===== config.mk =====
export PLATFORM = sky130hd
export DESIGN_NAME = bayer_black_level_correct
export DESIGN_NICKNAME = d
export VERILOG_FILES = /design/src/hdl/bblc_pkg.sv /design/src/hdl/bblc_regs.sv /design/src/hdl/bblc_div.sv /design/src/hdl/bblc_pipe.sv /design/src/hdl/bayer_black_level_correct.sv
export SDC_FILE = /design/constraint.sdc
export NUM_CORES = 1
export LEC_CHECK = 0
export BUFFER_PORTS_ARGS = -buffer_cell sky130_fd_sc_hd__buf_2
export CAP_MARGIN = 40
export CORE_MARGIN = 2
export CORE_UTILIZATION = 45
export DETAILED_ROUTE_END_ITERATION = 12
export PLACE_DENSITY = 0.6
export SLEW_MARGIN = 20
export SYNTH_ARGS = -nofsm -noshare
export SYNTH_HDL_FRONTEND = slang
export SYNTH_SLANG_ARGS = --single-unit

===== constraint.sdc =====
create_clock -name clk -period 9.17 [get_ports clk]
set_input_delay 0.4585 -clock clk [delete_from_list [all_inputs] [get_ports clk]]
set_output_delay 0.4585 -clock clk [all_outputs]
set_load 0.02 [all_outputs]

===== src/hdl/bblc_pkg.sv =====
// Package for the Bayer black level correction block.
// Shared constants, register map, channel codes and control structs.
// No dependencies.
package bblc_pkg;

    // Word and field widths
    localparam int PIXEL_BITS_DEF = 14;
    localparam int RAW_W          = 16;
    localparam int OFFSET_W       = 15;
    localparam int WP_W           = 14;
    localparam int WP_RESET       = 16383;

    // Normalization ratio fixed point
    localparam int RATIO_SHIFT    = 10;
    localparam int RATIO_ONE      = 1024;
    localparam int ROUND_HALF     = 512;

    // APB port
    localparam int ADDR_W         = 5;
    localparam int DATA_W         = 32;

    // Register indexes (byte address = 4 * index)
    typedef enum logic [2:0] {
        REG_BYPASS  = 3'd0,
        REG_PATTERN = 3'd1,
        REG_OFF_R   = 3'd2,
        REG_OFF_GR  = 3'd3,
        REG_OFF_GB  = 3'd4,
        REG_OFF_B   = 3'd5,
        REG_NORM    = 3'd6,
        REG_WHITE   = 3'd7
    } reg_idx_t;

    // Color channel; channel = raster position XOR mosaic order
    typedef enum logic [1:0] {
        CH_R  = 2'd0,
        CH_GR = 2'd1,
        CH_GB = 2'd2,
        CH_B  = 2'd3
    } chan_t;

    // Configuration registers
    typedef struct packed {
        logic                       bypass_on;
        logic [1:0]                 mosaic_order;
        logic signed [OFFSET_W-1:0] offset_red;
        logic signed [OFFSET_W-1:0] offset_green_red;
        logic signed [OFFSET_W-1:0] offset_green_blue;
        logic signed [OFFSET_W-1:0] offset_blue;
        logic                       normalize_on;
        logic [WP_W-1:0]            white_point;
    } cfg_t;

    // Request to the ratio divider
    typedef struct packed {
        logic            load;
        logic [WP_W-1:0] divisor;
    } div_req_t;

endpackage


===== src/hdl/bblc_regs.sv =====
// APB register file of the black level correction block.
// Holds the configuration and issues a divider request on a white point write.
// Depends on bblc_pkg.
module bblc_regs (
    input  logic                         clk,
    input  logic                         rst_n,
    input  logic                         psel,
    input  logic                         penable,
    input  logic                         pwrite,
    input  logic [bblc_pkg::ADDR_W-1:0]  paddr,
    input  logic [bblc_pkg::DATA_W-1:0]  pwdata,
    output logic [bblc_pkg::DATA_W-1:0]  prdata,
    output logic                         pready,
    output bblc_pkg::cfg_t               cfg,
    output bblc_pkg::div_req_t           div_req
);
    import bblc_pkg::*;

    cfg_t     cfg_reg;
    cfg_t     cfg_next;
    logic     wr;
    reg_idx_t idx;

    assign pready = 1'b1;
    assign wr     = psel & penable & pwrite;
    assign idx    = reg_idx_t'(paddr[ADDR_W-1:2]);

    // Register write
    always_comb
    begin
        cfg_next = cfg_reg;
        if (wr)
        begin
            unique case (idx)
                REG_BYPASS:  cfg_next.bypass_on         = pwdata[0];
                REG_PATTERN: cfg_next.mosaic_order      = pwdata[1:0];
                REG_OFF_R:   cfg_next.offset_red        = pwdata[OFFSET_W-1:0];
                REG_OFF_GR:  cfg_next.offset_green_red  = pwdata[OFFSET_W-1:0];
                REG_OFF_GB:  cfg_next.offset_green_blue = pwdata[OFFSET_W-1:0];
                REG_OFF_B:   cfg_next.offset_blue       = pwdata[OFFSET_W-1:0];
                REG_NORM:    cfg_next.normalize_on      = pwdata[0];
                REG_WHITE:   cfg_next.white_point       = pwdata[WP_W-1:0];
            endcase
        end
    end

    always_ff @(posedge clk or negedge rst_n)
    begin
        if (!rst_n)
        begin
            cfg_reg.bypass_on         <= 1'b0;
            cfg_reg.mosaic_order      <= 2'd0;
            cfg_reg.offset_red        <= '0;
            cfg_reg.offset_green_red  <= '0;
            cfg_reg.offset_green_blue <= '0;
            cfg_reg.offset_blue       <= '0;
            cfg_reg.normalize_on      <= 1'b0;
            cfg_reg.white_point       <= WP_W'(WP_RESET);
        end
        else
        begin
            cfg_reg <= cfg_next;
        end
    end

    assign cfg = cfg_reg;

    // Divider start; a zero white point counts as one
    assign div_req.load    = wr && (idx == REG_WHITE);
    assign div_req.divisor = (pwdata[WP_W-1:0] == '0) ? WP_W'(1) : pwdata[WP_W-1:0];

    // Read back, offsets sign-extended
    always_comb
    begin
        unique case (idx)
            REG_BYPASS:  prdata = DATA_W'(cfg_reg.bypass_on);
            REG_PATTERN: prdata = DATA_W'(cfg_reg.mosaic_order);
            REG_OFF_R:   prdata = {{(DATA_W-OFFSET_W){cfg_reg.offset_red[OFFSET_W-1]}},
                                   cfg_reg.offset_red};
            REG_OFF_GR:  prdata = {{(DATA_W-OFFSET_W){cfg_reg.offset_green_red[OFFSET_W-1]}},
                                   cfg_reg.offset_green_red};
            REG_OFF_GB:  prdata = {{(DATA_W-OFFSET_W){cfg_reg.offset_green_blue[OFFSET_W-1]}},
                                   cfg_reg.offset_green_blue};
            REG_OFF_B:   prdata = {{(DATA_W-OFFSET_W){cfg_reg.offset_blue[OFFSET_W-1]}},
                                   cfg_reg.offset_blue};
            REG_NORM:    prdata = DATA_W'(cfg_reg.normalize_on);
            REG_WHITE:   prdata = DATA_W'(cfg_reg.white_point);
        endcase
    end

endmodule


===== src/hdl/bblc_div.sv =====
// Restoring divider for the normalization ratio, MAXV*1024 / white point.
// One quotient bit per cycle; busy while it runs.
// Depends on bblc_pkg.
module bblc_div #(
    parameter int PIXEL_BITS = bblc_pkg::PIXEL_BITS_DEF
) (
    input  logic                                           clk,
    input  logic                                           rst_n,
    input  bblc_pkg::div_req_t                             req,
    output logic                                           busy,
    output logic [PIXEL_BITS+bblc_pkg::RATIO_SHIFT-1:0]    ratio
);
    import bblc_pkg::*;

    localparam int NUM_W = PIXEL_BITS + RATIO_SHIFT;
    localparam int MAXV  = (1 << PIXEL_BITS) - 1;
    localparam int IDX_W = $clog2(NUM_W);
    localparam logic [NUM_W-1:0] NUMER     = NUM_W'(MAXV * RATIO_ONE);
    localparam logic [NUM_W-1:0] RATIO_RST = NUM_W'((MAXV * RATIO_ONE) / WP_RESET);

    logic             busy_reg, busy_next;
    logic [IDX_W-1:0] idx_reg, idx_next;
    logic [NUM_W-1:0] ratio_reg, ratio_next;
    logic [WP_W-1:0]  rem_reg, rem_next;
    logic [NUM_W-1:0] quo_reg, quo_next;
    logic [WP_W-1:0]  dvs_reg, dvs_next;

    logic [WP_W:0]    trial;
    logic [WP_W:0]    diff;
    logic             ge;
    logic [NUM_W-1:0] quo_shift;

    // One restoring step: bring down the next numerator bit
    assign trial     = {rem_reg, NUMER[idx_reg]};
    assign diff      = trial - {1'b0, dvs_reg};
    assign ge        = (trial >= {1'b0, dvs_reg});
    assign quo_shift = {quo_reg[NUM_W-2:0], ge};

    always_comb
    begin
        busy_next  = busy_reg;
        idx_next   = idx_reg;
        ratio_next = ratio_reg;
        rem_next   = rem_reg;
        quo_next   = quo_reg;
        dvs_next   = dvs_reg;
        if (req.load)
        begin
            busy_next = 1'b1;
            idx_next  = IDX_W'(NUM_W - 1);
            rem_next  = '0;
            quo_next  = '0;
            dvs_next  = req.divisor;
        end
        else if (busy_reg)
        begin
            rem_next = ge ? diff[WP_W-1:0] : trial[WP_W-1:0];
            quo_next = quo_shift;
            if (idx_reg == '0)
            begin
                busy_next  = 1'b0;
                ratio_next = quo_shift;
            end
            else
            begin
                idx_next = idx_reg - 1'b1;
            end
        end
    end

    // Control and result
    always_ff @(posedge clk or negedge rst_n)
    begin
        if (!rst_n)
        begin
            busy_reg  <= 1'b0;
            idx_reg   <= '0;
            ratio_reg <= RATIO_RST;
        end
        else
        begin
            busy_reg  <= busy_next;
            idx_reg   <= idx_next;
            ratio_reg <= ratio_next;
        end
    end

    // Working registers
    always_ff @(posedge clk)
    begin
        rem_reg <= rem_next;
        quo_reg <= quo_next;
        dvs_reg <= dvs_next;
    end

    assign busy  = busy_reg;
    assign ratio = ratio_reg;

endmodule


===== src/hdl/bblc_pipe.sv =====
// Pixel pipeline: parity tracking and offset select, subtract and clamp,
// then normalization multiply and output register. Depends on bblc_pkg.
module bblc_pipe #(
    parameter int PIXEL_BITS = bblc_pkg::PIXEL_BITS_DEF
) (
    input  logic                                          clk,
    input  logic                                          rst_n,
    input  logic                                          accept,
    input  logic [bblc_pkg::RAW_W-1:0]                    raw_pixel,
    input  logic                                          frame_start,
    input  logic                                          line_end,
    input  bblc_pkg::cfg_t                                cfg,
    input  logic [PIXEL_BITS+bblc_pkg::RATIO_SHIFT-1:0]   ratio,
    input  logic                                          out_stall,
    output logic                                          ready,
    output logic                                          out_valid,
    output logic [bblc_pkg::RAW_W-1:0]                    corrected_pixel
);
    import bblc_pkg::*;

    localparam int DROP   = RAW_W - PIXEL_BITS;
    localparam int MAXV   = (1 << PIXEL_BITS) - 1;
    localparam int DIFF_W = ((PIXEL_BITS > OFFSET_W) ? PIXEL_BITS : OFFSET_W) + 2;
    localparam int PROD_W = 2 * PIXEL_BITS + RATIO_SHIFT + 1;

    // Stage handshake
    logic ready1, ready2, ready3;
    logic s1_valid_reg, s1_valid_next;
    logic s2_valid_reg, s2_valid_next;
    logic out_valid_reg, out_valid_next;

    assign ready3 = !out_valid_reg || !out_stall;
    assign ready2 = !s2_valid_reg || ready3;
    assign ready1 = !s1_valid_reg || ready2;
    assign ready  = ready1;

    assign s1_valid_next  = accept || (s1_valid_reg && !ready2);
    assign s2_valid_next  = ready2 ? s1_valid_reg : s2_valid_reg;
    assign out_valid_next = ready3 ? s2_valid_reg : out_valid_reg;

    // Row and column parity
    logic  row_reg, row_next, col_reg, col_next;
    logic  row_eff, col_eff;
    chan_t chan;
    logic signed [OFFSET_W-1:0] off_sel;

    assign row_eff = frame_start ? 1'b0 : row_reg;
    assign col_eff = frame_start ? 1'b0 : col_reg;
    assign chan    = chan_t'({row_eff, col_eff} ^ cfg.mosaic_order);

    always_comb
    begin
        row_next = row_reg;
        col_next = col_reg;
        if (accept)
        begin
            if (line_end)
            begin
                col_next = 1'b0;
                row_next = !row_eff;
            end
            else
            begin
                col_next = !col_eff;
                row_next = row_eff;
            end
        end
    end

    // Black level of the pixel's channel
    always_comb
    begin
        unique case (chan)
            CH_R:  off_sel = cfg.offset_red;
            CH_GR: off_sel = cfg.offset_green_red;
            CH_GB: off_sel = cfg.offset_green_blue;
            CH_B:  off_sel = cfg.offset_blue;
        endcase
    end

    // Stage 1: cut pixel and chosen offset
    logic [PIXEL_BITS-1:0]      s1_pix_reg, s1_pix_next;
    logic signed [OFFSET_W-1:0] s1_off_reg, s1_off_next;

    assign s1_pix_next = accept ? raw_pixel[RAW_W-1:DROP] : s1_pix_reg;
    assign s1_off_next = accept ? off_sel : s1_off_reg;

    // Stage 2: subtract and clamp, or bypass
    logic signed [DIFF_W-1:0] pix_ext, off_ext, diff;
    logic [PIXEL_BITS-1:0]    clamped;
    logic [PIXEL_BITS-1:0]    s2_val_reg, s2_val_next;

    assign pix_ext = signed'(DIFF_W'(s1_pix_reg));
    assign off_ext = DIFF_W'(s1_off_reg);
    assign diff    = pix_ext - off_ext;

    always_comb
    begin
        priority if (diff < 0)
            clamped = '0;
        else if (diff > signed'(DIFF_W'(MAXV)))
            clamped = PIXEL_BITS'(MAXV);
        else
            clamped = diff[PIXEL_BITS-1:0];
    end

    assign s2_val_next = (ready2 && s1_valid_reg)
                       ? (cfg.bypass_on ? s1_pix_reg : clamped)
                       : s2_val_reg;

    // Stage 3: normalization multiply, round, shift, clamp, or pass through
    logic [PROD_W-1:0]     prod;
    logic [PROD_W-1:0]     scaled;
    logic [PIXEL_BITS-1:0] normed;
    logic [PIXEL_BITS-1:0] res;
    logic [RAW_W-1:0]      out_pix_reg, out_pix_next;

    assign prod   = PROD_W'(s2_val_reg) * PROD_W'(ratio) + PROD_W'(ROUND_HALF);
    assign scaled = prod >> RATIO_SHIFT;
    assign normed = (scaled > PROD_W'(MAXV)) ? PIXEL_BITS'(MAXV) : scaled[PIXEL_BITS-1:0];
    assign res    = (cfg.normalize_on && !cfg.bypass_on) ? normed : s2_val_reg;

    assign out_pix_next = (ready3 && s2_valid_reg) ? (RAW_W'(res) << DROP) : out_pix_reg;

    // Control registers
    always_ff @(posedge clk or negedge rst_n)
    begin
        if (!rst_n)
        begin
            s1_valid_reg  <= 1'b0;
            s2_valid_reg  <= 1'b0;
            out_valid_reg <= 1'b0;
            row_reg       <= 1'b0;
            col_reg       <= 1'b0;
        end
        else
        begin
            s1_valid_reg  <= s1_valid_next;
            s2_valid_reg  <= s2_valid_next;
            out_valid_reg <= out_valid_next;
            row_reg       <= row_next;
            col_reg       <= col_next;
        end
    end

    // Payload registers
    always_ff @(posedge clk)
    begin
        s1_pix_reg  <= s1_pix_next;
        s1_off_reg  <= s1_off_next;
        s2_val_reg  <= s2_val_next;
        out_pix_reg <= out_pix_next;
    end

    assign out_valid       = out_valid_reg;
    assign corrected_pixel = out_pix_reg;

endmodule


===== src/hdl/bayer_black_level_correct.sv =====
// Bayer black level correction top: register file, ratio divider, pixel pipeline; uses bblc_pkg.
// One word per cycle sustained while out_stall and the ratio divider leave the input free,
// through a three-register pipeline: stage 1, stage 2 and the output register.
// A white point write runs the bit-serial ratio divider; input is stalled from the
// write's access cycle until the divider is done.
// rst_n is asynchronous: clears pipeline, parities and registers; ratio resets to 1024.
module bayer_black_level_correct #(
    parameter int PIXEL_BITS = bblc_pkg::PIXEL_BITS_DEF
) (
    input  logic                         clk,
    input  logic                         rst_n,
    // Input stream
    input  logic                         in_valid,
    output logic                         in_stall,
    input  logic [bblc_pkg::RAW_W-1:0]   raw_pixel,
    input  logic                         frame_start,
    input  logic                         line_end,
    // Output stream
    output logic                         out_valid,
    input  logic                         out_stall,
    output logic [bblc_pkg::RAW_W-1:0]   corrected_pixel,
    // APB configuration
    input  logic                         psel,
    input  logic                         penable,
    input  logic                         pwrite,
    input  logic [bblc_pkg::ADDR_W-1:0]  paddr,
    input  logic [bblc_pkg::DATA_W-1:0]  pwdata,
    output logic [bblc_pkg::DATA_W-1:0]  prdata,
    output logic                         pready
);
    import bblc_pkg::*;

    cfg_t                              cfg;
    div_req_t                          div_req;
    logic                              div_busy;
    logic [PIXEL_BITS+RATIO_SHIFT-1:0] ratio;
    logic                              pipe_ready;
    logic                              accept;

    // Hold input while the pipeline is full or the ratio is being recomputed
    assign in_stall = !pipe_ready || div_busy || div_req.load;
    assign accept   = in_valid && !in_stall;

    bblc_regs u_regs (
        .clk     (clk),
        .rst_n   (rst_n),
        .psel    (psel),
        .penable (penable),
        .pwrite  (pwrite),
        .paddr   (paddr),
        .pwdata  (pwdata),
        .prdata  (prdata),
        .pready  (pready),
        .cfg     (cfg),
        .div_req (div_req)
    );

    bblc_div #(.PIXEL_BITS(PIXEL_BITS)) u_div (
        .clk   (clk),
        .rst_n (rst_n),
        .req   (div_req),
        .busy  (div_busy),
        .ratio (ratio)
    );

    bblc_pipe #(.PIXEL_BITS(PIXEL_BITS)) u_pipe (
        .clk             (clk),
        .rst_n           (rst_n),
        .accept          (accept),
        .raw_pixel       (raw_pixel),
        .frame_start     (frame_start),
        .line_end        (line_end),
        .cfg             (cfg),
        .ratio           (ratio),
        .out_stall       (out_stall),
        .ready           (pipe_ready),
        .out_valid       (out_valid),
        .corrected_pixel (corrected_pixel)
    );

endmodule


Word level (Yosys, flattened, before mapping)
Memories as Yosys holds them, arrays and structs flattened.
Cells that the tools add are included.
{ "word_totals": {"mem_count": 1, "output_inout_bits": 51, "input_bits": 62, "elab_cells": 105, "rom_bits": 32, "ff_bits": 221} }
{ "memory_table": {"columns": ["memory", "words", "word_bits", "read_ports", "rd_ports_with_merged_regs", "wr", "line_no", "rtl"], "rows": [
  ["(no name shown)", 32, 1, 1, 0, 0, "bblc_div.sv:34", "assign trial = {rem_reg, NUMER[idx_reg]};"]
]} }
{ "op_classes": {"reduce_logical": 37, "bitwise": 4, "add_sub_neg": 4, "n_mux": 19, "eq_ne": 11, "multipliers": 1, "magnitude_cmp": 5} }
{ "op_table": {"columns": ["op", "count"], "rows": [
  ["$pmux W32 S8", 1],
  ["$mux W14", 6],
  ["$pmux W15 S4", 1],
  ["$add A38 B10 Y39 const B", 1],
  ["$mul A14 B24 Y38", 1],
  ["$gt A29 B14 Y1 const B", 1],
  ["$reduce_and A2 Y1", 9],
  ["$gt A16 B15 Y1 const B", 1],
  ["$lt A16 B1 Y1 const B", 1],
  ["$sub A15 B15 Y16", 1],
  ["$ge A15 B14 Y1", 1],
  ["$mux W5", 3],
  ["$logic_not A14 Y1", 1],
  ["$sub A14 B14 Y14", 1],
  ["$eq A3 B3 Y1 const B", 4],
  ["$logic_not A1 Y1", 10],
  ["$mux W1", 8],
  ["$eq A3 B2 Y1 const B", 2],
  ["$logic_and A1 B1 Y1", 6],
  ["$logic_or A1 B1 Y1", 6],
  ["$lt A5 B6 Y1 const B", 1],
  ["$logic_not A5 Y1", 1],
  ["$sub A5 B1 Y5 const B", 1],
  ["$eq A2 B2 Y1 const B", 2],
  ["other kinds (10)", 11]
]} }

Logic depth before layout (Yosys ltp)
{ "depth": {"ltp_word": 10, "mapped_depth": 27, "depth_no_buf": 24} }

Modules after synthesis
Synthesis repeated with hierarchy kept, for this count alone.
{ "unflattened": {"cells_unflattened": 2352, "hier_area_um2": 23198.5} }
{ "by_module_without_submodules": {"columns": ["mod", "seq_area_each_um2", "cells_each", "area_per_inst_um2", "instances"], "rows": [
  ["bblc_pipe", 1836.8, 1697, 15359.7, 1],
  ["bblc_div", 1913.1, 366, 3915.0, 1],
  ["bblc_regs", 1969.4, 287, 3902.5, 1],
  ["bayer_black_level_correct", 0.0, 2, 21.3, 1]
]} }

Worst setup path before layout
No wires, ideal clock.
{ "synth_path": {"path_type": "flip-flop to flip-flop", "from": "register u_pipe.s2_val_reg[4]", "to": "register u_pipe.out_pix_reg[10] (netlist: u_pipe.corrected_pixel[10]), data pin", "arrival_ns": 6.892, "setup_slack_ns": 2.006, "required_ns": 8.898, "period_less_slack_ns": 7.164, "n_path_buf": 2, "setup_time_ns": 0.272, "stages_incl_launch_ff": 27, "cell_sequence": "edfxtp_1 clkbuf_1 and2_1 fa_1 inv_1 fa_1 inv_1 fa_1 inv_1 fa_1 inv_1 fa_1 inv_1 fa_1 inv_1 ha_1 o21ai_0 nor2_1 or4_4 and4_4 o31a_1 o31ai_2 o211ai_1 a2111o_1 a2111oi_4 buf_6 a31oi_1"} }
{ "synth_between": {"elab_chain_cells": 5} }
{ "synth_lines": {"columns": ["element", "line_no", "rtl"], "rows": [
  ["start: declaration", "bblc_pipe.sv:91", "logic [PIXEL_BITS-1:0] s2_val_reg, s2_val_next;"],
  ["start signal: assignment", "bblc_pipe.sv:151", "s2_val_reg <= s2_val_next;"],
  ["$mul A14 B24 Y38 *", "bblc_pipe.sv:118", "assign prod = PROD_W'(s2_val_reg) * PROD_W'(ratio) + PROD_W'(ROUND_HALF);"],
  ["$add A38 B10 Y39 *", "bblc_pipe.sv:118", null],
  ["$gt A29 B14 Y1", "bblc_pipe.sv:120", "assign normed = (scaled > PROD_W'(MAXV)) ? PIXEL_BITS'(MAXV) : scaled[PIXEL_BITS-1:0];"],
  ["$mux W14 *", "bblc_pipe.sv:120", null],
  ["$mux W14 *", "bblc_pipe.sv:121", "assign res = (cfg.normalize_on && !cfg.bypass_on) ? normed : s2_val_reg;"],
  ["net u_pipe.res[8]", "bblc_pipe.sv:115", "logic [PIXEL_BITS-1:0] res;"],
  ["end signal: assignment", "bblc_pipe.sv:152", "out_pix_reg <= out_pix_next;"],
  ["end: declaration", "bblc_pipe.sv:116", "logic [RAW_W-1:0] out_pix_reg, out_pix_next;"]
]} }
The timed path passes the listed nets; every way through them passes the cells marked *.
A chain may end at the register's enable or synchronous reset.

Worst setup path in the final report
{ "layout_path": {"from": "register u_div.ratio_reg[4] (netlist: u_div.ratio[4])", "to": "register u_pipe.out_pix_reg[12] (netlist: u_pipe.corrected_pixel[12]), data pin"} }
{ "layout_between": {"elab_chain_cells": 5} }
{ "layout_lines": {"columns": ["element", "line_no", "rtl"], "rows": [
  ["start: declaration", "bblc_div.sv:23", "logic [NUM_W-1:0] ratio_reg, ratio_next;"],
  ["start signal: assignment", "bblc_div.sv:84", "ratio_reg <= ratio_next;"],
  ["$mul A14 B24 Y38 *", "bblc_pipe.sv:118", null],
  ["$add A38 B10 Y39 *", "bblc_pipe.sv:118", null],
  ["$gt A29 B14 Y1", "bblc_pipe.sv:120", null],
  ["$mux W14 *", "bblc_pipe.sv:120", null],
  ["$mux W14 *", "bblc_pipe.sv:121", null],
  ["net u_pipe.res[10]", "bblc_pipe.sv:115", null]
]} }
Marked as above.

==> results.tsv <==
metric	value	unit
Root Buffer	clkbuf_16	
first-pass GRT wire length	84200	um
Clock Pin Slew Worst Setup and Hold Paths	0.06	ns
DIE HEIGHT	226	um
setup TNS	0	ns
gpl congestion	0.848	
EDFF count, synth	71	
DRT Wirelength	50500	um
max-slew violations	0	
initial antenna violation count	1	
min-delay worst type	input pin to register	
Final nets	2777	
Synth top area share	24.0	%
post-CTS setup repair buffer count	0	
fill count	4536	
wire length per cell	17.0	um
largest cells by area after synthesis	fa_1 (24%), dfrtp_1 (11%), edfxtp_1 (9.6%)	
Max Cap Viol	0	
post-CTS sizing	0	
placed cells	2936	
I/O Pins	113	
DRC errors left	0	
status	complete, no violations	
R2R depth	24	
Slew headroom	44.1	%
Slew @ Worst Pin	0.838	ns
CP Data Arrival Time	8.20	ns
Port Buffers	88	
Worst Path Required	9.43	ns
Mapped Avg Cell Area	9.69	sq um
via count of the first global-routing pass	16279	
CP endpoint kind	register	
total global-route track usage	20.8	%
Layout Cells excl Fill	2980	
CP cell instances	and2_1, fa_1, inv_1, fa_1, inv_1, fa_1, inv_1, fa_1, inv_1, fa_1, inv_1, fa_1, inv_1, ha_1, o21ai_0, nor2_1, or4_4, and4_4, o31a_1, o31ai_2, o211ai_1, a2111o_1, a2111oi_4, a31oi_1	
Setup Skew	0.0281	ns
core area	48700	sq um
CP Max Fanout	15	
PnR worst setup slack	1.22	ns
Gate Count Post-Synth	2282	
Seq. cell area	5720	sq um
Std-Cell Rows	81	
asr flop ratio synth	51.1	%
CTS Hold Bufs	1	
Syn Std Cell Area	22100	sq um
Final period util	86.7	%
Final Hold Viols	0	
antenna viol nets, final	0	
Layout Area Growth over Synthesis	8.39	%
highest clock rate	0.126	GHz
DR vias	15678	
Setup Slack @ Placement	1.24	ns
# H-tree levels	1	
die width	226	um
drt pass-1 iters	5	
Final Critical Period	7.95	ns
Seq/Total Area, Yosys	25.9	%
Synth cell types	72	
layout cells sized above 1	13.1	%
multi-input combinational cell area	14400	sq um
slowest CP cell	a2111oi_4	
CP Class	register to register	
drt via density	5.26	
hold_ws	0.0790	ns
Synth Flop Type	dfrtp_1	
CTS tree	done	
clock sink total	221	
Starting Density	45.3	%
max FFs per register	78	
largest net degree at the start of global routing	56	
DRT iter0 DRCs	890	
clk_lat worst skew	0.56	ns
CP Launch Type	register	
Inserted Clock Buffers	23	
Synth Warn #	0	
max incr delay on CP	0.69	ns
hpwl dp	38900	um
die area	50900	sq um
Yosys reg bits	221	
RSZ-0062 raised after global routing	false	
Final setup viols	0	
Inserted Diodes	0	
leading area contributor after synthesis	fa_1	
hold path depth	1	
GR Overflow Total	0	
clk buf depth	3	
## cells in the final DEF, fill, tap and decap left out, drive strengths merged, types with 11 or more instances in the layout
cell and n:
nand4 12, o21ai 56, ha 151, nand3 23, buf 130, edfxtp 71
and2 193, clkbuf 32, xor2 15, mux2i 51, mux4 15, a211oi 11
a31oi 19, nor2b 15, nor2 103, xnor2 30, fa 265, a21oi 73
mux2 88, nand2 258, nor3 27, inv 380, dfstp 15, dfrtp 98
dfxtp 37, a21o 20
## path summary, 6_finish.rpt
path,from,to,slack (ns)
min,raw_pixel[4],u_pipe.s1_pix_reg[2],0.08
max reg2reg,u_div.ratio[4],u_pipe.corrected_pixel[12],1.22
min reg2reg,u_regs.cfg[10],u_regs.cfg[10],0.46
min in group asynchronous,rst_n,u_regs.cfg[34],0.47
max in group asynchronous,rst_n,u_div.busy,7.48
max,u_div.ratio[4],u_pipe.corrected_pixel[12],1.22
## synthesized netlist by cell type (27+ instances only)
cell      number
a21oi_1       73
and2_1       192
clkbuf_1     116
dfrtp_1       98
dfxtp_1       37
edfxtp_1      71
fa_1         265
ha_1         151
inv_1        377
mux2_2        88
mux2i_1       51
nand2_1      258
nor2_1       103
nor3_1        27
o21ai_0       56
xnor2_1       30
## cell type report
type / instances / share of cell area (%)
Tap cell: 664 / 3.47
Clock inverter: 10 / 0.376
Timing Repair Buffer: 131 / 3.61
Multi-Input combinational cell: 1544 / 60.1
Sequential cell: 221 / 23.9
Clock buffer: 32 / 2.67
Inverter: 378 / 5.92
## metal layers
metal / global-route usage (%) / vias up / share of wire [%]
met4: 5.62 / 2 / 2.5
met5: 0 / - / 0.026
met2: 34.8 / 382 / 47
li1: - / 7306 / -
met1: 28.7 / 7907 / 46
met3: 2.51 / 81 / 4.5
## per-stage QoR
step | cell area, sq um | util, %
6_report | 24000 | 49.2
5_1_grt | 24000 | 49.2
4_1_cts | 24000 | 49.1
3_5_place_dp | 23200 | 47.6
3_3_place_gp | 23000 | 47.2
2_1_floorplan | 22100 | -
## worst max-delay path: cells and delay by family (launching register included)
| family | cells | cell delay [ns] |
|---|---|---|
| AOI/OAI and AO/OA | 7 | 2.19 |
| adders and majority gates | 7 | 3.41 |
| buffers and inverters | 6 | 0.34 |
| DFF | 1 | 0.58 |
| and+or+nand+nor | 4 | 1.13 |
## logic make-up after synthesis
| kind of cell | after synthesis | synth area share, % |
|---|---|---|
| AOI/OAI and AO/OA | 253 | 7.48 |
| other | 2 | 0.0340 |
| DFF | 221 | 25.9 |
| buffers and inverters | 518 | 9.17 |
| xor gates and xnor gates | 45 | 1.78 |
| muxes | 154 | 8.32 |
| and+or+nand+nor | 673 | 14.8 |
| adders and majority gates | 416 | 32.5 |
Power is not shown: default switching activity piles up to over one toggle a cycle in this logic, so the estimate is an artifact.
